## src/shazp_pkg.sv

```systemverilog
// ----------------------------------------------------------------------------
// shazp_pkg
// Constants and helpers for the chained SHA-256 zero-prefix search.
// ----------------------------------------------------------------------------
package shazp_pkg;

  localparam int unsigned NibbleCap = 32;

  localparam logic [1:0] ACT_APPEND        = 2'd0;
  localparam logic [1:0] ACT_APPEND_SEARCH = 2'd1;
  localparam logic [1:0] ACT_SEARCH        = 2'd2;
  localparam logic [1:0] ACT_NONE          = 2'd3;

  localparam logic [31:0] INIT_H [8] = '{
    32'h6a09e667, 32'hbb67ae85, 32'h3c6ef372, 32'ha54ff53a,
    32'h510e527f, 32'h9b05688c, 32'h1f83d9ab, 32'h5be0cd19
  };

  localparam logic [31:0] ROUND_K [64] = '{
    32'h428a2f98, 32'h71374491, 32'hb5c0fbcf, 32'he9b5dba5, 32'h3956c25b, 32'h59f111f1,
    32'h923f82a4, 32'hab1c5ed5, 32'hd807aa98, 32'h12835b01, 32'h243185be, 32'h550c7dc3,
    32'h72be5d74, 32'h80deb1fe, 32'h9bdc06a7, 32'hc19bf174, 32'he49b69c1, 32'hefbe4786,
    32'h0fc19dc6, 32'h240ca1cc, 32'h2de92c6f, 32'h4a7484aa, 32'h5cb0a9dc, 32'h76f988da,
    32'h983e5152, 32'ha831c66d, 32'hb00327c8, 32'hbf597fc7, 32'hc6e00bf3, 32'hd5a79147,
    32'h06ca6351, 32'h14292967, 32'h27b70a85, 32'h2e1b2138, 32'h4d2c6dfc, 32'h53380d13,
    32'h650a7354, 32'h766a0abb, 32'h81c2c92e, 32'h92722c85, 32'ha2bfe8a1, 32'ha81a664b,
    32'hc24b8b70, 32'hc76c51a3, 32'hd192e819, 32'hd6990624, 32'hf40e3585, 32'h106aa070,
    32'h19a4c116, 32'h1e376c08, 32'h2748774c, 32'h34b0bcb5, 32'h391c0cb3, 32'h4ed8aa4a,
    32'h5b9cca4f, 32'h682e6ff3, 32'h748f82ee, 32'h78a5636f, 32'h84c87814, 32'h8cc70208,
    32'h90befffa, 32'ha4506ceb, 32'hbef9a3f7, 32'hc67178f2
  };

  function automatic logic [31:0] rotr(input logic [31:0] x, input int unsigned n);
    rotr = (x >> n) | (x << (32 - n));
  endfunction

endpackage

```

## src/sha256_chain_zero_prefix_search.sv

```systemverilog
// ----------------------------------------------------------------------------
// sha256_chain_zero_prefix_search
// Loads a short message, hashes it, then rehashes the digest until it shows
// the required number of leading zero nibbles.
// ----------------------------------------------------------------------------
//  channel   direction  signals
//  command   in         start_i, busy_o, action_i, data_byte_i
//  result    out        result_valid_o, digest_word0..3_o, hash_count_o,
//                       message_overflow_o
//  config    in         cfg_we_i, cfg_wdata_i
//
//  An append is taken while idle. Each hash of a search runs fill, which loads
//  the block a byte a cycle (its first step only addresses the store), then 64
//  rounds of the shared round unit, a fold of the chain value and a test of the
//  prefix. The strobe state follows, and busy stays high through it too.
//  The hash count saturates at all ones. The receiver cannot stall.
//  Reset clears length, overflow flag, count and the sequencer.
// ----------------------------------------------------------------------------
module sha256_chain_zero_prefix_search
  import shazp_pkg::*;
#(
  parameter int unsigned MSG_BYTES = 32
) (
  input  logic        clk_i,
  input  logic        rst_ni,
  input  logic        start_i,
  output logic        busy_o,
  input  logic [1:0]  action_i,
  input  logic [7:0]  data_byte_i,
  input  logic        cfg_we_i,
  input  logic [5:0]  cfg_wdata_i,
  output logic        result_valid_o,
  output logic [63:0] digest_word0_o,
  output logic [63:0] digest_word1_o,
  output logic [63:0] digest_word2_o,
  output logic [63:0] digest_word3_o,
  output logic [63:0] hash_count_o,
  output logic        message_overflow_o
);

  localparam int unsigned LenW = $clog2(MSG_BYTES + 1);
  localparam int unsigned IdxW = $clog2(MSG_BYTES);

  localparam logic [2:0] S_IDLE  = 3'd0;
  localparam logic [2:0] S_FILL  = 3'd1;
  localparam logic [2:0] S_ROUND = 3'd2;
  localparam logic [2:0] S_FOLD  = 3'd3;
  localparam logic [2:0] S_TEST  = 3'd4;
  localparam logic [2:0] S_DONE  = 3'd5;

  logic [2:0]      state_q, state_d;
  logic [5:0]      need_q;
  logic [LenW-1:0] len_q;
  logic            ovf_q;
  logic [63:0]     cnt_q;
  logic [7:0]      mem [MSG_BYTES];
  logic [7:0]      rd_q;
  logic [6:0]      fill_q;   // block byte index during fill
  logic            rd_ok_q;  // rd_q holds byte fill_q-1 from memory
  logic            chain_q;  // hashing previous digest
  logic [511:0]    blk_q;    // block, shifted left one word per round
  logic [31:0]     w_q [16];
  logic [31:0]     v_q [8];
  logic [255:0]    dig_q;
  logic [5:0]      rnd_q;

  assign busy_o = (state_q != S_IDLE);

  // message store
  always_ff @(posedge clk_i) begin
    if (start_i && !busy_o && (action_i == ACT_APPEND || action_i == ACT_APPEND_SEARCH)
        && len_q < LenW'(MSG_BYTES))
      mem[len_q[IdxW-1:0]] <= data_byte_i;
    rd_q <= mem[fill_q[IdxW-1:0]];
  end

  always_ff @(posedge clk_i or negedge rst_ni) begin
    if (!rst_ni) begin
      need_q <= 6'd2;
    end else if (cfg_we_i) begin
      need_q <= cfg_wdata_i;
    end
  end

  // one round of the shared compression unit
  logic [31:0] w_cur, w_new, t1, t2, s0, s1, ch, mj, ws0, ws1;
  logic [31:0] v_fold [8];
  logic [255:0] dig_new;
  logic        zero_ok;
  logic [5:0]  need_c;

  always_comb begin
    ws0 = rotr(w_q[1], 7) ^ rotr(w_q[1], 18) ^ (w_q[1] >> 3);
    ws1 = rotr(w_q[14], 17) ^ rotr(w_q[14], 19) ^ (w_q[14] >> 10);
    w_new = w_q[0] + ws0 + w_q[9] + ws1;
    w_cur = (rnd_q < 6'd16) ? blk_q[511:480] : w_new;
    s1 = rotr(v_q[4], 6) ^ rotr(v_q[4], 11) ^ rotr(v_q[4], 25);
    ch = (v_q[4] & v_q[5]) ^ (~v_q[4] & v_q[6]);
    t1 = v_q[7] + s1 + ch + ROUND_K[rnd_q] + w_cur;
    s0 = rotr(v_q[0], 2) ^ rotr(v_q[0], 13) ^ rotr(v_q[0], 22);
    mj = (v_q[0] & v_q[1]) ^ (v_q[0] & v_q[2]) ^ (v_q[1] & v_q[2]);
    t2 = s0 + mj;
    for (int i = 0; i < 8; i++) v_fold[i] = INIT_H[i] + v_q[i];
    dig_new = {v_fold[0], v_fold[1], v_fold[2], v_fold[3],
               v_fold[4], v_fold[5], v_fold[6], v_fold[7]};
    need_c = (need_q > 6'(NibbleCap)) ? 6'(NibbleCap) : need_q;
    zero_ok = 1'b1;
    for (int k = 0; k < 32; k++)
      if (6'(k) < need_c && dig_q[255-4*k -: 4] != 4'd0) zero_ok = 1'b0;
  end

  logic [LenW-1:0] blen;
  logic [15:0]     bits;
  assign blen = chain_q ? LenW'(32) : len_q;
  assign bits = {7'd0, blen, 3'd0} >> 0;

  always_comb begin
    state_d = state_q;
    unique case (state_q)
      S_IDLE: if (start_i && (action_i == ACT_APPEND_SEARCH || action_i == ACT_SEARCH))
                state_d = S_FILL;
      S_FILL:  if (fill_q == 7'd64) state_d = S_ROUND;
      S_ROUND: if (rnd_q == 6'd63) state_d = S_FOLD;
      S_FOLD:  state_d = S_TEST;
      S_TEST:  state_d = (need_q == 6'd0 || zero_ok) ? S_DONE : S_FILL;
      S_DONE:  state_d = S_IDLE;
      default: state_d = S_IDLE;
    endcase
  end

  always_ff @(posedge clk_i or negedge rst_ni) begin
    if (!rst_ni) begin
      state_q <= S_IDLE;
      len_q   <= '0;
      ovf_q   <= 1'b0;
      cnt_q   <= '0;
      fill_q  <= '0;
      rnd_q   <= '0;
      chain_q <= 1'b0;
      rd_ok_q <= 1'b0;
    end else begin
      state_q <= state_d;
      unique case (state_q)
        S_IDLE: begin
          if (start_i && (action_i == ACT_APPEND || action_i == ACT_APPEND_SEARCH)) begin
            if (len_q < LenW'(MSG_BYTES)) len_q <= len_q + 1'b1;
            else ovf_q <= 1'b1;
          end
          cnt_q   <= '0;
          chain_q <= 1'b0;
          fill_q  <= '0;
          rd_ok_q <= 1'b0;
        end
        S_FILL: begin
          // byte at fill_q-1 is now in rd_q (chained: from dig_q)
          if (rd_ok_q) begin
            logic [7:0] b;
            logic [6:0] p;
            p = fill_q - 7'd1;
            if (chain_q && p < 7'd32) b = dig_q[255 - 8*p[4:0] -: 8];
            else if (!chain_q && {1'b0, p} < 8'(blen)) b = rd_q;
            else if ({1'b0, p} == 8'(blen)) b = 8'h80;
            else if (p == 7'd62) b = bits[15:8];
            else if (p == 7'd63) b = bits[7:0];
            else b = 8'h00;
            blk_q <= {blk_q[503:0], b};
          end
          rd_ok_q <= 1'b1;
          if (fill_q != 7'd64) fill_q <= fill_q + 7'd1;
          rnd_q <= '0;
          for (int i = 0; i < 8; i++) v_q[i] <= INIT_H[i];
        end
        S_ROUND: begin
          for (int i = 0; i < 15; i++) w_q[i] <= w_q[i+1];
          w_q[15] <= w_cur;
          blk_q <= {blk_q[479:0], 32'd0};
          v_q[7] <= v_q[6]; v_q[6] <= v_q[5]; v_q[5] <= v_q[4];
          v_q[4] <= v_q[3] + t1;
          v_q[3] <= v_q[2]; v_q[2] <= v_q[1]; v_q[1] <= v_q[0];
          v_q[0] <= t1 + t2;
          rnd_q <= rnd_q + 6'd1;
        end
        S_FOLD: begin
          dig_q <= dig_new;
          if (cnt_q != '1) cnt_q <= cnt_q + 64'd1;
        end
        S_TEST: begin
          chain_q <= 1'b1;
          fill_q  <= '0;
          rd_ok_q <= 1'b0;
        end
        S_DONE: ;
        default: ;
      endcase
    end
  end

  assign result_valid_o     = (state_q == S_DONE);
  assign digest_word0_o     = dig_q[255:192];
  assign digest_word1_o     = dig_q[191:128];
  assign digest_word2_o     = dig_q[127:64];
  assign digest_word3_o     = dig_q[63:0];
  assign hash_count_o       = cnt_q;
  assign message_overflow_o = ovf_q;

endmodule

```

## config.mk

```make
export PLATFORM = sky130hd
export DESIGN_NAME = sha256_chain_zero_prefix_search
export DESIGN_NICKNAME = d
export VERILOG_FILES = /design/src/shazp_pkg.sv /design/src/sha256_chain_zero_prefix_search.sv
export SDC_FILE = /design/constraint.sdc
export NUM_CORES = 2
export LEC_CHECK = 0
export BUFFER_PORTS_ARGS = -buffer_cell sky130_fd_sc_hd__buf_2
export CAP_MARGIN = 30
export CORE_MARGIN = 2
export CORE_UTILIZATION = 25
export CTS_BUF_LIST = sky130_fd_sc_hd__clkbuf_8
export DETAILED_ROUTE_END_ITERATION = 6
export PLACE_DENSITY = 0.48
export SYNTH_ARGS = -nofsm -noshare
export SYNTH_HDL_FRONTEND = slang
export SYNTH_SLANG_ARGS = --single-unit
```

## constraint.sdc

```tcl
create_clock -name clk_i -period 17.8 [get_ports clk_i]
set_input_delay 0.89 -clock clk_i [delete_from_list [all_inputs] [get_ports clk_i]]
set_output_delay 0.89 -clock clk_i [all_outputs]
set_load 0.03 [all_outputs]
```

# == After elaboration in Yosys (flattened, before gate mapping) ==
# Memory sizes are Yosys's and may differ from the RTL's. A register that Yosys moved wholly into a read port is not among the register bits.
# Cells that the tools add are included.
# totals
regBits,863
latchBits,0
ram_bits,1024
mem_bits_ro,2048
input_bits,20
memories,4
# mem_list
memory,words,width,rd,rd_ports_with_merged_regs,wr,line_no,source
(no name shown),64,32,1,0,0,sha256_chain_zero_prefix_search.sv:99,t1 = v_q[7] + s1 + ch + ROUND_K[rnd_q] + w_cur;
w_q,16,32,16,0,16,sha256_chain_zero_prefix_search.sv:62,logic [31:0] w_q [16];
mem,32,8,1,1,1,sha256_chain_zero_prefix_search.sv:56,logic [7:0] mem [MSG_BYTES];
v_q,8,32,8,0,8,sha256_chain_zero_prefix_search.sv:63,logic [31:0] v_q [8];
# classes
addsub,24
n_mul,0
div,0
n_lt_le_gt_ge,38
eq_ne,20
shift,1
muxes,70
bitwise,37
n_reduce_logical,94
# op_table
cell,n
512-bit one-hot mux with 2 select lines,1
512-bit two-way mux,1
32-bit two-way mux,11
32-bit adder,10
32-bit XOR,9
263-bit by 33-bit variable part select with 8-bit output,1
32-bit AND,5
64-bit one-hot mux with 2 select lines,1
4-bit nonzero test,32
"31-bit by 32-bit adder with 32-bit output, first input constant",3
"32-bit adder, first input constant",3
"5-bit by 6-bit < comparator with 1-bit output, first input constant",16
"64-bit by 1-bit adder with 64-bit output, second input constant",1
64-bit two-way mux,1
"64-bit inequality test, second input constant",1
"4-bit by 6-bit < comparator with 1-bit output, first input constant",8
1-bit logical AND,41
8-bit two-way mux,5
1-bit two-way mux,38
"29-bit by 32-bit adder with 32-bit output, first input constant",1
"30-bit by 32-bit adder with 32-bit output, first input constant",1
32-bit inverter,1
10-bit by 32-bit OR with 32-bit output,1
13-bit by 32-bit OR with 32-bit output,1
54 further kinds,91

# == Logic depth before layout (Yosys ltp) ==
# logic_depth
depth_word,39
mapped_depth,44
mapped_depth_nobuf,43

# == Worst setup path before layout ==
# No wires, ideal clock.
# synth_timing
path_kind,input-to-reg
start,input rst_ni
end,"register blk_q[0], enable pin"
setup_time_ns,0.924
arrival_ns,18.530
required_ns,16.876
setup_slack_ns,-1.654
cell_stages,3
cell_sequence,clkbuf_1 -> and2_1 -> o21a_1
# synth_between
elab_chain_cells,1
# synth_rtl
item,line_no,source
start: declaration,sha256_chain_zero_prefix_search.sv:25,"input logic rst_ni,"
3-bit AND reduction (no line),n/a,
end signal: assignment,sha256_chain_zero_prefix_search.sv:166,"blk_q <= {blk_q[503:0], b};"
end signal: assignment,sha256_chain_zero_prefix_search.sv:176,"blk_q <= {blk_q[479:0], 32'd0};"
end: declaration,sha256_chain_zero_prefix_search.sv:61,logic [511:0] blk_q;
# Every way passes these cells.
# A chain may end at the register's enable or synchronous reset.

==> impl_metrics.ini <==
[power_and_ir_drop]
p_leak_nw = 37.91
vdd_drop_max_v = 0.00005308
p_per_area_nw_per_um2 = 101.9

[worst_hold_path]
whs_path_depth = 2
hp-class = in2reg

[drt]
wire_per_inst_um = 23.53
vias_per_cell = 4.668
routed_wl_mm = 303.1
first_iter_violations = 6023
final_antenna_net_count = 0
dr.pass1.iters = 6
vias = 60126
drc = 0

[outcome]
outcome = finished clean

[yosys]
synth_area_per_cell_sq_um = 12.52
synth_seq_area_share_pct = 61.19
ys_async_sr_fraction_pct = 5.013
synth_cell_types = 99
synthTopCellsByArea = edfxtp_1 58%, nand2_1 7.1%, fa_1 4.1%
synth_area_sq_um = 92090
synthFlopType = edfxtp_1
ys_ff_latch = 1895
yosys.area.top_type = edfxtp_1
ys_warn_count = 0
synth_top_area_share_pct = 58.43
syn_nets = 7739
synth-edff-count = 1792
syn_inst = 7354

[critical_path]
path_class = reg2reg
cp.arrival_ns = 12.02
critPathTopFamily = compound AO/OA/AOI/OAI gates
start_kind = register
crit_fanout = 7
end_kind = register
crit_buf_inv = 7
critPathMaxStageDelay_ns = 0.57
cp.required_ns = 18.45
ff2ff_path_depth = 42
worst-path-stages = 42
cp_slowest_cell = o21ai_0

[die]
ioPinCount = 343
rows = 222
core_sq_um = 366100
fp.dieW_um = 610.9
die_h_um = 610.9
initial_utilization_pct = 25.15
dieArea_sq_um = 373200

[cts]
tritoncts = done
clock-sinks = 1895
clkLatencyLatePin_ns = 0.97
post_cts_resized = 0
clockBufferDepth = 4
h-tree-depth = 5
root_buffer = clkbuf_8
numCtsBuffers = 338
path_clk_slew_ns = 0.06

[sta]
setup_viol = 0
skew_ns = 0.1006
drv_slew = 0
finalCritPeriodShare_pct = 63.87
rsz0062_at_grt = no
tightest_slew_ns = 1.171
hold_violations = 0
fmax_mhz = 87.95
finalCriticalPeriod_ns = 11.37
setup_ws_ns = 6.430
setup_tns_ns = 0
relSlewSlack_pct = 21.94

[placement]
dp_slack_ns = 6.550
hpwl_mm = 220.7
place.gp.congestion = 0.9283
io_buffers = 342

[grt]
grt_overflow_total = 0
grt_pass1_vias = 59760
antenna_found_initial = 19
grt_usage_pct = 15.83
grt_max_degree = 225
grt_pass1_wl_mm = 433.0

[final_layout]
nets = 8186
drive_gt1_share_pct = 13.96
syn_to_final_growth_pct = 14.91

[flow_run]
maxCapViolCount = 0
-- per-layer routing --
layer | share of wire, % | GRT usage, %
met1 | 45 | 22.11
met2 | 46 | 24.99
met5 | 0.011 | 0
met4 | 2.7 | 4.328
met3 | 7.0 | 3.029
-- cell families (layout without fill, tap and decap cells) --
group	Yosys count	after routing	synth area share, %
AND/OR/NAND/NOR	2748	2748	12.93
flip-flops	1895	1895	61.19
AO/OA/AOI/OAI	759	759	5.314
other	0	10	0
buffers and inverters	691	1391	2.855
XOR/XNOR	631	631	6.016
multiplexers	238	238	4.906
adder cells (fa/ha/maj)	392	392	6.785
-- state kept, by name, summed over array words and instances, names as in the netlist --
register            cells
blk_q                 512
w_q                   512
dig_q                 256
mem                   256
v_q                   256
hash_count_o           64
rd_q                    8
fill_q                  7
len_q                   6
need_q                  6
rnd_q                   6
state_q                 3
chain_q                 1
message_overflow_o      1
rd_ok_q                 1
-- power by group --
part | internal, W | total (W) | switching (W)
combinational | 0.000728 | 0.00183 | 0.00110
clock | 0.00201 | 0.00389 | 0.00188
sequential | 0.00498 | 0.00507 | 0.0000911
total | 0.00772 | 0.0108 | 0.00307
-- worst reg2reg max path, delay by kind of cell (launching register included) --
kind | cells | cell delay, ns
DFF | 1 | 0.48
and+or+nand+nor | 5 | 0.60
adders and majority gates | 9 | 4.09
AOI/OAI and AO/OA | 16 | 4.17
xor gates and xnor gates | 5 | 1.04
buffers and inverters | 7 | 0.68
-- area by class of cell --
type | count | area [sq um]
fillers | 37553 | 260300
well taps | 4816 | 6026
diodes | 10 | 25.02
clock buffers | 350 | 4817
repair buffers | 448 | 2695
multi-input cells | 4768 | 33180
clock inverters | 243 | 1398
inverters | 350 | 1321
flip-flops and latches | 1895 | 56360
-- stage by stage --
| stage | area [sq um] | hold slack (ns) | utilization, % | cells | total power, W |
|---|---|---|---|---|---|
| 2_1_floorplan | 92090 | 0.4003 | - | 7354 | 0.006505 |
| 3_3_place_gp | 99300 | 0.4006 | 27.12 | 12258 | 0.006944 |
| 3_5_place_dp | 99440 | 0.4045 | 27.16 | 12270 | 0.006948 |
| 4_1_cts | 105700 | 0.05964 | 28.86 | 12864 | 0.01091 |
| 5_1_grt | 105800 | 0.1075 | 28.90 | 12874 | 0.01132 |
| 6_report | 105800 | 0.1612 | 28.90 | 12880 | 0.01078 |
-- path summary, 6_finish.rpt --
check | slack, ns | startpoint | to
worst max-delay path | 6.43 | w_q[0][52] | v_q[0][29]
worst min-delay path | 0.16 | cfg_wdata_i[3] | need_q[3]
worst max register to register | 6.43 | w_q[0][52] | v_q[0][29]
worst min register to register | 0.34 | w_q[0][131] | w_q[0][99]
max in group asynchronous | 15.28 | rst_ni | fill_q[0]
min in group asynchronous | 0.41 | rst_ni | hash_count_o[16]
-- placed cells by master, fill, tap and decap left out, drive strengths merged, types with 113 or more instances in the layout --
cell / instances
xor2: 204
inv: 458
a21oi: 204
nand2: 1743
clkbuf: 351
o21ai: 178
nand2b: 138
nor2: 364
and3: 113
ha: 177
mux4: 167
xnor2: 426
buf: 446
fa: 188
edfxtp: 1792
-- Yosys cell counts, types with 17 or more instances --
| library cell | count |
|---|---|
| o21ai_0 | 168 |
| a211oi_1 | 28 |
| clkbuf_1 | 305 |
| fa_1 | 188 |
| xor2_1 | 204 |
| a21o_1 | 55 |
| mux2i_1 | 34 |
| dfrtp_1 | 94 |
| nand3_1 | 66 |
| edfxtp_1 | 1792 |
| nor2b_1 | 17 |
| nand2_1 | 1743 |
| o21bai_1 | 24 |
| and3_1 | 112 |
| nor4_1 | 49 |
| mux4_2 | 167 |
| a21oi_1 | 204 |
| nor3_1 | 80 |
| buf_1 | 27 |
| or3_1 | 27 |
| mux2_2 | 37 |
| o211ai_1 | 23 |
| nand2b_1 | 137 |
| a31oi_1 | 38 |
| nor2_1 | 363 |
| o21a_1 | 41 |
| inv_1 | 350 |
| xnor2_1 | 426 |
| and2_1 | 37 |
| ha_1 | 177 |
| maj3_1 | 27 |
| o31ai_1 | 21 |
| nand4_1 | 33 |
-- what timing repair did --
action / CTS / global route
hold buffers: 1 / 0
endpoints found under the hold margin: 30 / 0
setup buffers: 0 / 0
Note: power is estimated with default switching activity, not from simulation.
